**src/gb5_pkg.sv**
```systemverilog
// Shared types and constants for the 5x5 Gaussian blur core.
// No dependencies; every other file in src/ except gb5_ram refers to this package by scoped names.
`timescale 1ns / 1ps

package gb5_pkg;

    localparam int PIX_W        = 8;
    localparam int ROW_W        = 12;
    localparam int COL_W        = 10;
    localparam int CFG_WIDTH_W  = 11;
    localparam int CFG_HEIGHT_W = 13;
    localparam int LANES        = 4;
    localparam int LINE_W       = LANES * PIX_W;
    localparam int WIN          = 5;
    localparam int GS_W         = 11;   // sum of up to eight pixels
    localparam int ACC_W        = 24;   // 65540 * 255 < 2**24
    localparam int N_GROUPS     = 6;
    localparam int TDATA_W      = 32;

    // APB register map
    localparam int               APB_ADDR_W      = 3;
    localparam int               APB_DATA_W      = 32;
    localparam logic [APB_ADDR_W-1:0] REG_WIDTH_ADDR  = 3'd0;
    localparam logic [APB_ADDR_W-1:0] REG_HEIGHT_ADDR = 3'd4;
    localparam logic [CFG_WIDTH_W-1:0]  WIDTH_RESET  = 11'd1024;
    localparam logic [CFG_HEIGHT_W-1:0] HEIGHT_RESET = 13'd1024;

    // output queue
    localparam int Q_DEPTH = 4;
    localparam int Q_PTR_W = 2;
    localparam int Q_CNT_W = 3;

    // Q0.16 weights, one per symmetry class of the kernel:
    // corner, outer edge, outer middle, inner diagonal, inner axis, center
    localparam logic [ACC_W-1:0] WEIGHTS [N_GROUPS] = '{
        24'd195, 24'd872, 24'd1438, 24'd3908, 24'd6444, 24'd10624
    };
    localparam logic [ACC_W:0] ROUND_HALF = 25'd32768;
    localparam int             FRAC_W     = 16;

    // one column of the window: [0] oldest row .. [4] current row
    typedef logic [WIN-1:0][PIX_W-1:0] t_column;

    typedef struct packed {
        logic [ROW_W-1:0] row;
        logic [COL_W-1:0] col;
        logic [PIX_W-1:0] px;
        logic             interior;  // completes the window of (row-2, col-2)
        logic             border;    // passes through unchanged
    } t_tag;

    typedef struct packed {
        logic             last;
        logic             filtered;
        logic [PIX_W-1:0] value;
        logic [COL_W-1:0] col;
        logic [ROW_W-1:0] row;
    } t_result;

endpackage

```
**src/gb5_kernel.sv**
```systemverilog
// 5x5 window and pipelined weighted sum: group sums, products, partials, round.
// Depends on gb5_pkg.
`timescale 1ns / 1ps

module gb5_kernel (
    input  logic                      i_clk,
    input  logic                      i_rst_n,
    input  logic                      i_en,
    input  logic                      i_valid,
    input  gb5_pkg::t_column          i_column,
    input  gb5_pkg::t_tag             i_tag,
    output logic                      o_valid,
    output gb5_pkg::t_tag             o_tag,
    output logic [gb5_pkg::PIX_W-1:0] o_value
);

    localparam int W = gb5_pkg::WIN;
    localparam int G = gb5_pkg::GS_W;
    localparam int A = gb5_pkg::ACC_W;
    localparam int F = gb5_pkg::FRAC_W;

    // r_win[i][j]: row i (0 oldest), column j (0 oldest)
    logic [W-1:0][W-1:0][gb5_pkg::PIX_W-1:0] r_win;

    logic r_s2_valid, r_s3_valid, r_s4_valid, r_s5_valid;
    gb5_pkg::t_tag r_s2_tag, r_s3_tag, r_s4_tag, r_s5_tag;

    logic [G-1:0] g_sum [gb5_pkg::N_GROUPS];
    logic [G-1:0] r_g   [gb5_pkg::N_GROUPS];
    logic [A-1:0] r_p   [gb5_pkg::N_GROUPS];
    logic [A-1:0] r_part_a, r_part_b;
    logic [A:0]   total;
    logic [A-F:0] unused_guard;

    // sum pixels that share a weight
    always_comb begin
        g_sum[0] = G'(r_win[0][0]) + G'(r_win[0][4]) + G'(r_win[4][0]) + G'(r_win[4][4]);
        g_sum[1] = G'(r_win[0][1]) + G'(r_win[0][3]) + G'(r_win[1][0]) + G'(r_win[3][0])
                 + G'(r_win[4][1]) + G'(r_win[4][3]) + G'(r_win[1][4]) + G'(r_win[3][4]);
        g_sum[2] = G'(r_win[0][2]) + G'(r_win[2][0]) + G'(r_win[4][2]) + G'(r_win[2][4]);
        g_sum[3] = G'(r_win[1][1]) + G'(r_win[1][3]) + G'(r_win[3][1]) + G'(r_win[3][3]);
        g_sum[4] = G'(r_win[1][2]) + G'(r_win[2][1]) + G'(r_win[3][2]) + G'(r_win[2][3]);
        g_sum[5] = G'(r_win[2][2]);
    end

    always_ff @(posedge i_clk) begin
        if (!i_rst_n) begin
            r_win      <= '0;
            r_s2_valid <= 1'b0;
            r_s3_valid <= 1'b0;
            r_s4_valid <= 1'b0;
            r_s5_valid <= 1'b0;
        end else if (i_en) begin
            if (i_valid) begin
                for (int i = 0; i < W; i++) begin
                    for (int j = 0; j < W - 1; j++) begin
                        r_win[i][j] <= r_win[i][j+1];
                    end
                    r_win[i][W-1] <= i_column[i];
                end
            end
            r_s2_valid <= i_valid;
            r_s3_valid <= r_s2_valid;
            r_s4_valid <= r_s3_valid;
            r_s5_valid <= r_s4_valid;
        end
    end

    always_ff @(posedge i_clk) begin
        if (i_en) begin
            r_s2_tag <= i_tag;
            r_s3_tag <= r_s2_tag;
            r_s4_tag <= r_s3_tag;
            r_s5_tag <= r_s4_tag;
            for (int k = 0; k < gb5_pkg::N_GROUPS; k++) begin
                r_g[k] <= g_sum[k];
                r_p[k] <= A'(r_g[k]) * gb5_pkg::WEIGHTS[k];
            end
            r_part_a <= r_p[0] + r_p[1] + r_p[2];
            r_part_b <= r_p[3] + r_p[4] + r_p[5];
        end
    end

    // round to nearest, clamp at full scale
    assign total        = (A+1)'(r_part_a) + (A+1)'(r_part_b) + gb5_pkg::ROUND_HALF;
    assign unused_guard = total[A:F];
    assign o_value      = (unused_guard[A-F:gb5_pkg::PIX_W] != '0)
                        ? '1 : unused_guard[gb5_pkg::PIX_W-1:0];

    assign o_valid = r_s5_valid;
    assign o_tag   = r_s5_tag;

endmodule

```
**config.mk**
```make
export PLATFORM = sky130hd
export DESIGN_NAME = gb5_kernel
export DESIGN_NICKNAME = d
export VERILOG_FILES = /design/src/gb5_pkg.sv /design/src/gb5_kernel.sv
export SDC_FILE = /design/constraint.sdc
export NUM_CORES = 2
export LEC_CHECK = 0
export BUFFER_PORTS_ARGS = -buffer_cell sky130_fd_sc_hd__buf_2
export CAP_MARGIN = 20
export CORE_MARGIN = 2
export CORE_UTILIZATION = 25
export CTS_CLUSTER_DIAMETER = 100
export DETAILED_ROUTE_END_ITERATION = 12
export PLACE_DENSITY = 0.43
export SYNTH_ARGS = -nofsm -noshare
export SYNTH_HDL_FRONTEND = slang
export SYNTH_SLANG_ARGS = --single-unit
```
**constraint.sdc**
```tcl
create_clock -name i_clk -period 4.6 [get_ports i_clk]
set_clock_uncertainty 0.2 [all_clocks]
set_input_delay 0.46 -clock i_clk [delete_from_list [all_inputs] [get_ports i_clk]]
set_output_delay 0.46 -clock i_clk [all_outputs]
set_load 0.02 [all_outputs]
```
==> impl_metrics.tcl <==
set metrics [dict create \
    rsz0062_at_grt "true" \
    grt_overflow_total 0 \
    worstHoldPathType "in -> reg" \
    dpl.hpwl_microns 61600 \
    cts_buffers 70 \
    min_to "r_s4_tag[0]$_DFFE_PP_" \
    finalWorstSetupSlack_ns -0.146 \
    dp.cells 5134 \
    maxCapViolations 0 \
    synth_edf_count 346 \
    power_density_mw_per_mm2 543 \
    regToRegSetupSlack_ns -0.15 \
    timing.rr.start "r_g[2][6]$_DFFE_PP_" \
    die_area_sq_mm 0.144 \
    critPathBufInv 3 \
    grt_pass1_wl_microns 127000 \
    slew_headroom_pct 39.0 \
    fin_nets 4218 \
    worstHoldPathCells 1 \
    worst_ep_arrival_time_ns 4.94 \
    start_util_pct 25.2 \
    core_area_sq_mm 0.140 \
    clock_path_buffers 3 \
    synthCells 3109 \
    htree_levels 3 \
    die_w_microns 380 \
    yosys-top-cells-area "edfxtp_1 (29%), ha_1 (17%), fa_1 (15%)" \
    drt_iter0_drc 939 \
    clockRootBuffer "clkbuf_16" \
    drc 0 \
    area_growth_pct 20.4 \
    critPathMaxFanout 4 \
    gr-usage-met3_pct 2.16 \
    violations "setup timing" \
    rows 137 \
    synth_nets 3916 \
    io_buffer_count 116 \
    grt_use_total_pct 11.3 \
    end_kind "flip-flop" \
    synth_xor_area_share_pct 3.60 \
    cts_tree "done" \
    vias 22100 \
    ys_seq_area_share_pct 41.0 \
    r2r_end "r_p[2][19]$_DFFE_PP_" \
    hp-start "i_en" \
    finalHoldViolCount 0 \
    placed_area_sq_mm 0.0389 \
    cp_cell_sequence "fa_1, ha_1, fa_1, fa_1, inv_1, fa_1, inv_2, ha_4, o21ai_0, nand2b_1, o41a_1, a41oi_2, a211oi_2, buf_4, nor3_2, xnor2_1" \
    synth_top_area_cell "edfxtp_1" \
    globalplace.congestion 0.771 \
    grt_max_degree 205 \
    seq_area_sq_mm 0.0145 \
    critPathSlowestCell "fa_1" \
    num_io_pins 117 \
    setup_violations 6 \
    layout.cells.non_filler 5340 \
    slowest_delay_ns 0.54 \
    synth-compound-area-share_pct 10.5 \
    fmax_ghz 0.211 \
    clk_latency_ns 0.66 \
    power_w 0.0230 \
    drt-total-wl_microns 80300 \
    synth-async-reset-ratio_pct 0 \
    synth_top_area_share_pct 29.5 \
    first_global_vias 22700 \
    cp_top_family "adder cells" \
    drt-pass1-iter-count 5 \
    via_per_inst 4.14 \
    critPathLaunch "r_g[2][6]$_DFFE_PP_" \
    cp-start-kind "flip-flop" \
    clk_pin_slew_ns 0.06 \
    power.leakage_nw 18.3 \
    synth_fa_ha_area_share_pct 31.5 \
    insertedDiodeCount 0 \
    synth_top_family_by_area "adder cells" \
    busiest_layer "met2" \
    synth.area.mux_share_pct 0.117 \
    ys.flop_type "edfxtp_1" \
    drive_above_1_share_pct 12.7 \
    antenna_found_initial 4 \
    fp.dieH_microns 380 \
    globalRouteMet2Util_pct 18.4 \
    tns_ns -0.555 \
    grt_use_met1_pct 15.3 \
    status "complete, but fails checks" \
    routedWlPerCell_microns 15.0 \
    cts_sinks 550 \
    ir_worst_vdd_mv 0.375 \
    finalInstanceArea_sq_mm 0.0425 \
    nFillCells 14400 \
    synth-seq-cells 550 \
    synth_cell_type_count 69 \
    post-route-min-period_ns 4.75 \
    cp_common_cell "fa_1" \
    synth_area_sq_mm 0.0353 \
    multi_input_area_sq_mm 0.0196 \
    synth_simple_gate_area_share_pct 8.38 \
    tightest_slew_ns 0.916 \
    avgSynthCellArea_sq_um 11.3 \
    slew_violations 0 \
    finalCritPeriodShare_pct 103 \
    worst-r2r-cell-count 16 \
    ys_warn_count 0 \
    place_ws_ns -0.263 \
    crit_required_ns 4.80 \
    critPathKind "reg -> reg" \
    antenna_left 0 \
]
-- sequential cells by signal (all words and copies together), names as in the netlist --
| signal | cells |
|---|---|
| o_valid | 1 |
| r_p | 116 |
| r_s2_tag | 32 |
| r_s2_valid | 1 |
| r_part_b | 22 |
| r_s3_valid | 1 |
| g_sum | 8 |
| r_s3_tag | 32 |
| r_part_a | 21 |
| o_tag | 32 |
| r_win | 192 |
| r_g | 59 |
| r_s4_tag | 32 |
| r_s4_valid | 1 |
-- timing repair --
| item | 4_1_cts | 5_1_grt |
|---|---|---|
| setup endpoints to repair | 17 | 36 |
| buffers inserted | 2 | 7 |
| endpoints found under the hold margin | 72 | 0 |
| gates resized for setup | 30 | 63 |
| pin swaps | 40 | 45 |
| hold buffers | 72 | 0 |
-- layout make-up --
cell class	count	share of cell area, %
Tap cell	1876	5.53
Timing Repair Buffer	301	5.29
Sequential cell	550	34.1
Clock buffer	99	4.70
Clock inverter	26	0.719
Inverter	386	3.41
Multi-Input combinational cell	2102	46.3
-- cells in the mapped netlist (all sizes together), types with 4 or more instances --
master / number
nor2b: 22
clkbuf: 68
o31ai: 6
nand4: 5
nand2b: 18
edfxtp: 346
a21oi: 110
a311oi: 5
dfxtp: 204
and3: 16
a211oi: 13
xor2: 41
o21a: 11
a31oi: 14
and2: 7
nand2: 452
o311a: 5
nand3: 33
o211ai: 5
a21o: 41
ha: 470
xnor2: 104
or4: 4
a21boi: 205
or3: 19
o21ai: 51
nor2: 68
o21bai: 29
a2111oi: 5
inv: 386
nor3: 38
fa: 261
-- per-stage QoR --
step / hold slack (ns) / utilization (%)
floorplan: 0.200 / -
global placement: 0.200 / 27.8
detailed placement: 0.205 / 27.8
CTS: 0.0329 / 30.1
global route: 0.0501 / 30.4
finish: 0.0666 / 30.4
-- kinds of logic after synthesis --
logic type / count (synthesis)
AO/OA/AOI/OAI: 531
multiplexers: 4
buffers and inverters: 457
XOR/XNOR: 145
adder cells (fa/ha/maj): 731
flip-flops: 550
AND/OR/NAND/NOR: 691
-- how the worst max path moves through the flow --
stage | endpoint | cells past startpoint
3_5_place_dp | r_p[2][20]$_DFFE_PP_ | 18
5_1_grt | r_p[2][20]$_DFFE_PP_ | 18
3_3_place_gp | r_p[2][20]$_DFFE_PP_ | 18
4_1_cts | r_p[2][20]$_DFFE_PP_ | 18
2_1_floorplan | r_p[2][20]$_DFFE_PP_ | 15
6_report | r_p[2][19]$_DFFE_PP_ | 16
-- layer usage --
| metal | routed length [microns] | vias to the layer above | share of wire (%) |
|---|---|---|---|
| met5 | 0 | - | 0 |
| met4 | 1650 | 0 | 2.1 |
| met3 | 2570 | 94 | 3.2 |
| met2 | 36900 | 264 | 46 |
| met1 | 39200 | 10500 | 49 |
| li1 | - | 11200 | - |
-- where the power goes --
| group | internal [W] | switching, W | total [W] |
|---|---|---|---|
| Clock | 0.00327 | 0.00224 | 0.00551 |
| Sequential | 0.00642 | 0.000383 | 0.00680 |
| Combinational | 0.00470 | 0.00603 | 0.0107 |
-- layout by cell type (no fill, tap or decap), types with 6 or more instances in the layout --
| cell | synthesis | routed |
|---|---|---|
| clkbuf_1 | 68 | 20 |
| xnor2_1 | 104 | 104 |
| nor2_1 | 68 | 68 |
| nor3_1 | 36 | 33 |
| dfxtp_1 | 204 | 203 |
| a21boi_0 | 205 | 205 |
| buf_4 | 0 | 106 |
| a211oi_1 | 13 | 7 |
| and2_1 | 7 | 6 |
| edfxtp_1 | 346 | 346 |
| a21oi_1 | 108 | 94 |
| a21oi_2 | 2 | 14 |
| buf_2 | 0 | 114 |
| nor2b_1 | 22 | 22 |
| o21a_1 | 11 | 11 |
| a211oi_2 | 0 | 6 |
| or3_1 | 18 | 17 |
| a31oi_1 | 14 | 13 |
| inv_2 | 0 | 19 |
| ha_4 | 0 | 20 |
| and3_1 | 16 | 16 |
| ha_1 | 470 | 447 |
| clkbuf_16 | 0 | 74 |
| o21ai_0 | 44 | 37 |
| nand2_1 | 452 | 448 |
| dlygate4sd3_1 | 0 | 72 |
| xor2_1 | 41 | 40 |
| o21ai_1 | 7 | 10 |
| o21bai_1 | 28 | 27 |
| a21o_1 | 41 | 41 |
| fa_1 | 261 | 260 |
| inv_1 | 386 | 367 |
| buf_12 | 0 | 6 |
| nand2b_1 | 18 | 17 |
| clkinv_2 | 0 | 9 |
| nand3_1 | 33 | 31 |
(Power assumes the default switching activity.)
