$ cat src/gb5_pkg.sv
// Shared types and constants for the 5x5 Gaussian blur core.
// No dependencies; every other file in src/ except gb5_ram refers to this package by scoped names.
`timescale 1ns / 1ps

package gb5_pkg;

    localparam int PIX_W        = 8;
    localparam int ROW_W        = 12;
    localparam int COL_W        = 10;
    localparam int CFG_WIDTH_W  = 11;
    localparam int CFG_HEIGHT_W = 13;
    localparam int LANES        = 4;
    localparam int LINE_W       = LANES * PIX_W;
    localparam int WIN          = 5;
    localparam int GS_W         = 11;   // sum of up to eight pixels
    localparam int ACC_W        = 24;   // 65540 * 255 < 2**24
    localparam int N_GROUPS     = 6;
    localparam int TDATA_W      = 32;

    // APB register map
    localparam int               APB_ADDR_W      = 3;
    localparam int               APB_DATA_W      = 32;
    localparam logic [APB_ADDR_W-1:0] REG_WIDTH_ADDR  = 3'd0;
    localparam logic [APB_ADDR_W-1:0] REG_HEIGHT_ADDR = 3'd4;
    localparam logic [CFG_WIDTH_W-1:0]  WIDTH_RESET  = 11'd1024;
    localparam logic [CFG_HEIGHT_W-1:0] HEIGHT_RESET = 13'd1024;

    // output queue
    localparam int Q_DEPTH = 4;
    localparam int Q_PTR_W = 2;
    localparam int Q_CNT_W = 3;

    // Q0.16 weights, one per symmetry class of the kernel:
    // corner, outer edge, outer middle, inner diagonal, inner axis, center
    localparam logic [ACC_W-1:0] WEIGHTS [N_GROUPS] = '{
        24'd195, 24'd872, 24'd1438, 24'd3908, 24'd6444, 24'd10624
    };
    localparam logic [ACC_W:0] ROUND_HALF = 25'd32768;
    localparam int             FRAC_W     = 16;

    // one column of the window: [0] oldest row .. [4] current row
    typedef logic [WIN-1:0][PIX_W-1:0] t_column;

    typedef struct packed {
        logic [ROW_W-1:0] row;
        logic [COL_W-1:0] col;
        logic [PIX_W-1:0] px;
        logic             interior;  // completes the window of (row-2, col-2)
        logic             border;    // passes through unchanged
    } t_tag;

    typedef struct packed {
        logic             last;
        logic             filtered;
        logic [PIX_W-1:0] value;
        logic [COL_W-1:0] col;
        logic [ROW_W-1:0] row;
    } t_result;

endpackage

$ cat src/gb5_out_q.sv
// Small result queue: takes up to two words a cycle, hands out one while the reader is ready.
// Depends on gb5_pkg.
`timescale 1ns / 1ps

module gb5_out_q (
    input  logic             i_clk,
    input  logic             i_rst_n,
    input  logic [1:0]       i_push_n,
    input  gb5_pkg::t_result i_word0,
    input  gb5_pkg::t_result i_word1,
    input  logic             i_ready,
    output logic             o_valid,
    output gb5_pkg::t_result o_word,
    output logic             o_room
);

    gb5_pkg::t_result                r_q [gb5_pkg::Q_DEPTH];
    logic [gb5_pkg::Q_PTR_W-1:0]     r_wp, r_rp;
    logic [gb5_pkg::Q_CNT_W-1:0]     r_cnt;
    logic                            pop;

    assign o_valid = (r_cnt != '0);
    assign o_word  = r_q[r_rp];
    assign pop     = o_valid && i_ready;
    // room for a two-word push regardless of this cycle's pop
    assign o_room  = (r_cnt <= gb5_pkg::Q_CNT_W'(gb5_pkg::Q_DEPTH - 2));

    always_ff @(posedge i_clk) begin
        if (!i_rst_n) begin
            r_wp  <= '0;
            r_rp  <= '0;
            r_cnt <= '0;
        end else begin
            r_wp  <= r_wp + gb5_pkg::Q_PTR_W'(i_push_n);
            r_rp  <= r_rp + gb5_pkg::Q_PTR_W'(pop);
            r_cnt <= r_cnt + gb5_pkg::Q_CNT_W'(i_push_n) - gb5_pkg::Q_CNT_W'(pop);
        end
    end

    always_ff @(posedge i_clk) begin
        if (i_push_n != 2'd0) begin
            r_q[r_wp] <= i_word0;
        end
        if (i_push_n == 2'd2) begin
            r_q[gb5_pkg::Q_PTR_W'(r_wp + gb5_pkg::Q_PTR_W'(1))] <= i_word1;
        end
    end

endmodule

$ cat config.mk
export PLATFORM = sky130hd
export DESIGN_NAME = gb5_out_q
export DESIGN_NICKNAME = d
export VERILOG_FILES = /design/src/gb5_pkg.sv /design/src/gb5_out_q.sv
export SDC_FILE = /design/constraint.sdc
export NUM_CORES = 1
export LEC_CHECK = 0
export ABC_AREA = 1
export CORE_MARGIN = 2
export CORE_UTILIZATION = 40
export CTS_CLUSTER_DIAMETER = 200
export DETAILED_ROUTE_END_ITERATION = 8
export DONT_BUFFER_PORTS = 1
export REMOVE_ABC_BUFFERS = 1
export SYNTH_ARGS = -nofsm -noshare
export SYNTH_HDL_FRONTEND = slang
export SYNTH_SLANG_ARGS = --single-unit
$ cat constraint.sdc
create_clock -name i_clk -period 4.3 [get_ports i_clk]
set_input_delay 1.29 -clock i_clk [delete_from_list [all_inputs] [get_ports i_clk]]
set_output_delay 1.29 -clock i_clk [all_outputs]
set_load 0.1 [all_outputs]
==> results.json, run 1 <==
{
  "rows": 47,
  "area_growth_pct": 21.6,
  "cts_buffers": 17,
  "io_pins": 103,
  "powerDensity_nw_per_um2": 641,
  "final_util_pct": 49.9,
  "dp.final_hpwl_um": 10500,
  "clk_path_buf_depth": 2,
  "seq_area_frac_synth_pct": 58.3,
  "hold_violations": 0,
  "gr-usage-met1_pct": 24.3,
  "path_class": "flop to primary output",
  "gp_congestion": 0.746,
  "port_buffers": 0,
  "dieArea_sq_um": 18100,
  "cts_resized": 0,
  "clock_latency_ns": 0.41,
  "startpoint_type": "flop",
  "root_buffer": "clkbuf_16",
  "antenna_found_initial": 0,
  "drv_cap": 0,
  "yosys_warnings": 0,
  "finalSetupViolCount": 0,
  "rsz0062_at_grt": "no",
  "grt_pass1_wl_um": 26900,
  "htree_num_levels": 4,
  "nFillCells": 1481,
  "dieWidth_um": 135,
  "worst_pin_slew_ns": 1.19,
  "wire_per_inst_um": 18.2,
  "initial_core_util_pct": 41.0,
  "clk_pin_slew_ns": 0.06,
  "ys_seq_elements": 135,
  "numClockSinks": 135,
  "ctsHoldBuffers": 0,
  "core_area_sq_um": 16600,
  "cp.arrival_ns": 2.23,
  "crit_path_max_fanout": 64,
  "fin_ws_ns": 0.775,
  "cts_setup_buffers": 0,
  "switching_share_pct": 41.1,
  "min_period_over_period_pct": 82.0,
  "p_int_w": 0.00313,
  "crit_path_end_kind": "primary output",
  "gr-total-overflow": 0,
  "maxSlewHeadroom_pct": 20.5,
  "clockPowerShare_pct": 25.5,
  "grt-busiest-layer": "met2",
  "first_pass_iters": 5,
  "p_switching_w": 0.00219,
  "drc": 0,
  "grtUsageMet3_pct": 6.16,
  "drt_iter0_drc": 443,
  "finalMaxSlewViolations": 0,
  "worstPathRequired_ns": 3.01,
  "irDropWorstVdd_v": 0.000441,
  "grt_max_degree": 68,
  "syn_inst": 682,
  "pwr-share-seq_pct": 30.9,
  "vias_per_cell": 5.49,
  "ant_nets": 0,
  "fin_skew_ns": 0.00470,
  "layout-drive-gt1-share_pct": 22.8,
  "antennaDiodeCount": 0,
  "status": "complete, no violations",
  "cts_tree": "built",
  "wl_um": 16900,
  "vias": 5108,
  "syn_avg_cell_area_sq_um": 10.0,
  "grt_pass1_vias": 5114,
  "syn-cell-area_sq_um": 6830,
  "fin_nets": 771,
  "die_y_um": 135,
  "met2_usage_pct": 32.1,
  "ys_types": 25,
  "combPwrFrac_pct": 43.6,
  "dpl_worst_slack_ns": 1.13,
  "fmax_ghz": 0.284,
  "hold_path.class": "flop to flop",
  "p_leak_nw": 3.27,
  "track_usage_pct": 19.4,
  "min_period_ns": 3.52
}
## cell type report
type	count	area, sq um	area share, %
clock buffers	23	478	5.75
clock inverters	9	76.3	0.919
inverters	44	165	1.99
multi-input cells	456	2600	31.3
flip-flops and latches	135	3990	48.0
well taps	220	275	3.31
repair buffers	44	731	8.80
## routing by layer
| metal | wire [um] | vias to the layer above | part of all wire, % |
|---|---|---|---|
| met5 | 0 | - | 0 |
| li1 | - | 2433 | - |
| met1 | 7080 | 2472 | 42 |
| met4 | 254 | 0 | 1.5 |
| met2 | 8240 | 179 | 49 |
| met3 | 1350 | 24 | 8.0 |
## critical path: stages (launching register included)
cell     delay (ns)
dfxtp_2        0.32
inv_2          0.76
o21ai_0        0.23
o22ai_2        0.28
buf_12         0.22
## power by group through the flow
| stage | Sequential (W) | Combinational, W | Clock, W |
|---|---|---|---|
| 6_report | 0.00165 | 0.00232 | 0.00136 |
| 5_1_grt | 0.00166 | 0.00244 | 0.00142 |
| 4_1_cts | 0.00165 | 0.00234 | 0.00138 |
| 3_5_place_dp | 0.00167 | 0.00234 | 0 |
| 3_3_place_gp | 0.00167 | 0.00230 | 0 |
| 2_1_floorplan | 0.00170 | 0.00142 | 0 |
## metrics by stage
| step | power [W] | setup TNS [ns] | instances | cell area, sq um | hold WS [ns] |
|---|---|---|---|---|---|
| after floorplan | 0.00312 | -3.27 | 635 | 6460 | 0.491 |
| after global placement | 0.00397 | 0 | 899 | 7750 | 0.517 |
| after detailed placement | 0.00401 | 0 | 899 | 7750 | 0.538 |
| after CTS | 0.00536 | 0 | 931 | 8310 | 0.543 |
| after global routing | 0.00552 | 0 | 931 | 8310 | 0.582 |
| final | 0.00532 | 0 | 931 | 8310 | 0.537 |
## cell usage after synthesis, drive strengths merged
master / instances / area [sq um]
a21oi: 2 / 10.0
buf: 29 / 294
nand4: 1 / 6.26
nor2: 73 / 290
o21ai: 193 / 1130
xor2: 1 / 8.76
inv: 44 / 165
xnor2: 1 / 8.76
clkbuf: 18 / 71.3
dfxtp: 7 / 140
o22ai: 32 / 200
edfxtp: 128 / 3840
nand3: 6 / 50.1
fa: 1 / 20.0
o31ai: 4 / 30.0
ha: 3 / 37.5
nand2: 139 / 522
## cells by family after synthesis
| kind of cell | after synthesis | synth area share [%] |
|---|---|---|
| AOI/OAI and AO/OA | 231 | 20.1 |
| and+or+nand+nor | 219 | 12.7 |
| DFF | 135 | 58.3 |
| adders and majority gates | 4 | 0.843 |
| buffers and inverters | 91 | 7.77 |
| xor gates and xnor gates | 2 | 0.257 |
## layout by cell type (no fill, tap or decap), types with 2 or more instances in the layout
master,instances
buf_12,32
buf_4,12
clkbuf_1,3
clkbuf_16,17
clkbuf_8,3
clkinv_2,4
clkinvlp_4,3
dfxtp_1,6
edfxtp_1,128
ha_1,3
inv_1,41
inv_2,3
nand2_1,139
nand3_1,2
nand3_4,3
nor2_1,72
o21ai_0,96
o21ai_1,53
o21ai_2,44
o22ai_2,32
o31ai_4,4
## flip-flops by register name, indices dropped and copies added (netlist names)
signal,count
r_q,128
r_rp,2
r_cnt,3
r_wp,2
## worst paths after layout
check / slack [ns] / start / end / cells after the start
max reg2reg: 1.64 / r_cnt[0] / r_cnt[2] / 10
max: 0.78 / r_rp[0] / o_word[9] / 4
min reg2reg: 0.54 / r_cnt[2] / r_cnt[2] / 2
min: 0.54 / r_cnt[2] / r_cnt[2] / 2
Power figures use the tool's default switching activity.
==> run 2, diff against run 1 <==
--- a/config.mk
+++ b/config.mk
@@ -5,7 +5,7 @@
 export SDC_FILE = /design/constraint.sdc
 export NUM_CORES = 1
 export LEC_CHECK = 0
-export ABC_AREA = 1
+export ABC_AREA = 0
 export CORE_MARGIN = 2
 export CORE_UTILIZATION = 40
 export CTS_CLUSTER_DIAMETER = 200
==> constraint.sdc (replaced) <==
create_clock -name i_clk -period 3.1 [get_ports i_clk]
set_input_delay 0.93 -clock i_clk [delete_from_list [all_inputs] [get_ports i_clk]]
set_output_delay 0.93 -clock i_clk [all_outputs]
set_load 0.1 [all_outputs]
==> run 2 against run 1 <==
  * Synthesized cell count decreased by 48%
  * Sequential share of layout area increased by 3.9 points
  * Area after synthesis decreased by 1.4%
  * Non-clock buffer count decreased by 24
  * Highest routed layer unchanged
  * Clock power increased by 54%
  * Via count decreased by 36%
  * Critical path type unchanged
  * Routed wire length decreased by 14%
  * Power increased by 24%
  * First-iteration DRC count decreased by 59%
  * Clock-buffer cell count decreased by 4
  * Register-to-register slack got worse by 0.89 ns
  * Utilization decreased by 3.4 points
==> results.json, run 2 <==
{
  "seq_area_frac_synth_pct": 59.2,
  "cp_num_buf_inv": 1,
  "grt-busiest-layer": "met2",
  "clockPowerShare_pct": 31.8,
  "slowest_delay_ns": 0.86,
  "dpl_worst_slack_ns": 0.410,
  "crit_path_max_fanout": 19,
  "fmax_ghz": 0.341,
  "cts_tree": "built",
  "cp.arrival_ns": 2.01,
  "syn-cell-area_sq_um": 6730,
  "irDropWorstVdd_v": 0.000391,
  "crit_path_end_kind": "primary output",
  "dpl_cell_area_sq_um": 7070,
  "syn_avg_cell_area_sq_um": 18.9,
  "place_inst": 572,
  "cts_resized": 0,
  "layout-drive-gt1-share_pct": 49.2,
  "gr-usage-met1_pct": 19.0,
  "fin_ws_ns": 0.164,
  "grt_pass1_vias": 3653,
  "synth_area_leaders": "edfxtp_1, mux2_2, mux4_2",
  "synth_flop_cell": "edfxtp_1",
  "hold_violations": 0,
  "critPathSlowestCell": "mux4_2",
  "synthTopCellsByCount": "edfxtp_1, mux2_2, mux2_1, mux4_2, mux2_4",
  "fin_skew_ns": 0.00764,
  "wl_um": 14500,
  "die_y_um": 134,
  "crit_start": "r_rp[0]",
  "dp.final_hpwl_um": 9290,
  "yosys_warnings": 0,
  "layout_common_cells": "edfxtp_1, mux2_2, mux2_1, mux4_2, mux2_4",
  "root_buffer": "clkbuf_16",
  "synth.most_common_cell": "edfxtp_1",
  "combPwrFrac_pct": 33.1,
  "initial_core_util_pct": 40.8,
  "hold_path.class": "input pin to flop",
  "cts_buffers": 17,
  "first_pass_iters": 4,
  "grtUsageMet3_pct": 8.41,
  "min_period_over_period_pct": 94.7,
  "grt_max_degree": 25,
  "core_area_sq_um": 16500,
  "ys_seq_elements": 135,
  "antenna_found_initial": 0,
  "htree_num_levels": 4,
  "top_regs": "r_q x128, r_cnt x3",
  "instances_no_fill": 604,
  "fin_nets": 444,
  "powerDensity_nw_per_um2": 858,
  "status": "complete, no violations",
  "met2_usage_pct": 28.4,
  "drc": 0,
  "worst_pin_slew_ns": 0.651,
  "rsz0062_at_grt": "no",
  "rows": 47,
  "final_common_cell": "edfxtp_1",
  "finalMaxSlewViolations": 0,
  "finalSetupViolCount": 0,
  "port_buffers": 0,
  "synthArstFlopShare_pct": 0,
  "gr-total-overflow": 0,
  "p_switching_w": 0.00249,
  "vias": 3277,
  "dieWidth_um": 134,
  "vias_per_cell": 5.43,
  "worstHoldStart": "i_rst_n",
  "antennaDiodeCount": 0,
  "io_pins": 103,
  "cts_setup_buffers": 0,
  "clock_latency_ns": 0.42,
  "wire_per_inst_um": 24.0,
  "syn_inst": 356,
  "pwr-share-seq_pct": 35.1,
  "largest_register_ffs": 128,
  "track_usage_pct": 17.1,
  "path_class": "flop to primary output",
  "synth_edf_count": 128,
  "cp_cell_sequence": "buf_4, mux4_2",
  "gp_congestion": 0.669,
  "p_int_w": 0.00410,
  "area_growth_pct": 14.1,
  "numClockSinks": 135,
  "clk_pin_slew_ns": 0.06,
  "ctsHoldBuffers": 0,
  "min_period_ns": 2.94,
  "top_register": "r_q",
  "design_area_sq_um": 7690,
  "ys_types": 30,
  "maxSlewHeadroom_pct": 56.4,
  "startpoint_type": "flop",
  "yosys.area.top_type_share_pct": 57.1,
  "rr_startpoint": "r_wp[1]",
  "clk_path_buf_depth": 2,
  "drv_cap": 0,
  "switching_share_pct": 37.8,
  "dieArea_sq_um": 17900,
  "drt_iter0_drc": 182,
  "ant_nets": 0,
  "synth_largest_area_cell": "edfxtp_1",
  "worstPathRequired_ns": 2.17,
  "crit_family": "multiplexers",
  "p_leak_nw": 2.59,
  "grt_pass1_wl_um": 21900
}
-- run 2: cell types whose count changed in the layout (fill, tap and decap cells not counted), moves of 37 or more --
cell / before / now
o21ai_2: 44 / 0
mux2_2: 0 / 76
nor2_1: 72 / 0
o21ai_0: 96 / 0
inv_1: 41 / 4
o21ai_1: 53 / 0
nand2_1: 139 / 2
-- run 2: power by group through the flow --
stage	Clock (W)	Sequential [W]	Combinational (W)
2_1_floorplan	0	0.00241	0.00184
3_3_place_gp	0	0.00234	0.00219
3_5_place_dp	0	0.00236	0.00221
4_1_cts	0.00214	0.00232	0.00221
5_1_grt	0.00222	0.00233	0.00227
6_report	0.00210	0.00232	0.00218
-- run 2: kinds of logic (layout without fill, tap and decap cells) --
logic type      after synthesis  after routing  share of synthesized area (%)
mux                         164            164                           33.8
fa+ha+maj                     4              4                          0.855
xor+xnor                      2              2                          0.669
simple gates                 17             17                           1.93
buf+inv                      28             56                           2.95
compound gates                6              6                          0.613
flops                       135            135                           59.2
-- run 2: layout make-up --
type,count,area (sq um)
Fill cell,1441,8840
Sequential cell,135,3990
Multi-Input combinational cell,193,2620
Clock buffer,19,433
Tap cell,220,275
Clock inverter,13,179
Timing Repair Buffer,20,175
Inverter,4,15.0
-- run 2: final timing paths --
kind / depth (start not counted) / endpoint / slack, ns
min reg2reg: 3 / r_rp[1] / 0.71
min: 1 / r_wp[0] / 0.64
max: 2 / o_word[24] / 0.16
max reg2reg: 3 / r_q[0][21] / 0.75
-- run 2: per-stage QoR --
step	setup TNS (ns)	util, %	hold WS, ns	power, W
floorplan	-227.59	-	0.614	0.00424
global placement	0	42.8	0.702	0.00454
detailed placement	0	42.8	0.708	0.00456
CTS	0	46.5	0.611	0.00667
global route	0	46.5	0.615	0.00682
finish	0	46.5	0.640	0.00659
-- run 2: per-layer routing --
layer	vias up	wire length [um]
li1	1483	-
met1	1671	5710
met2	104	7230
met3	19	1310
met4	0	245
met5	-	0
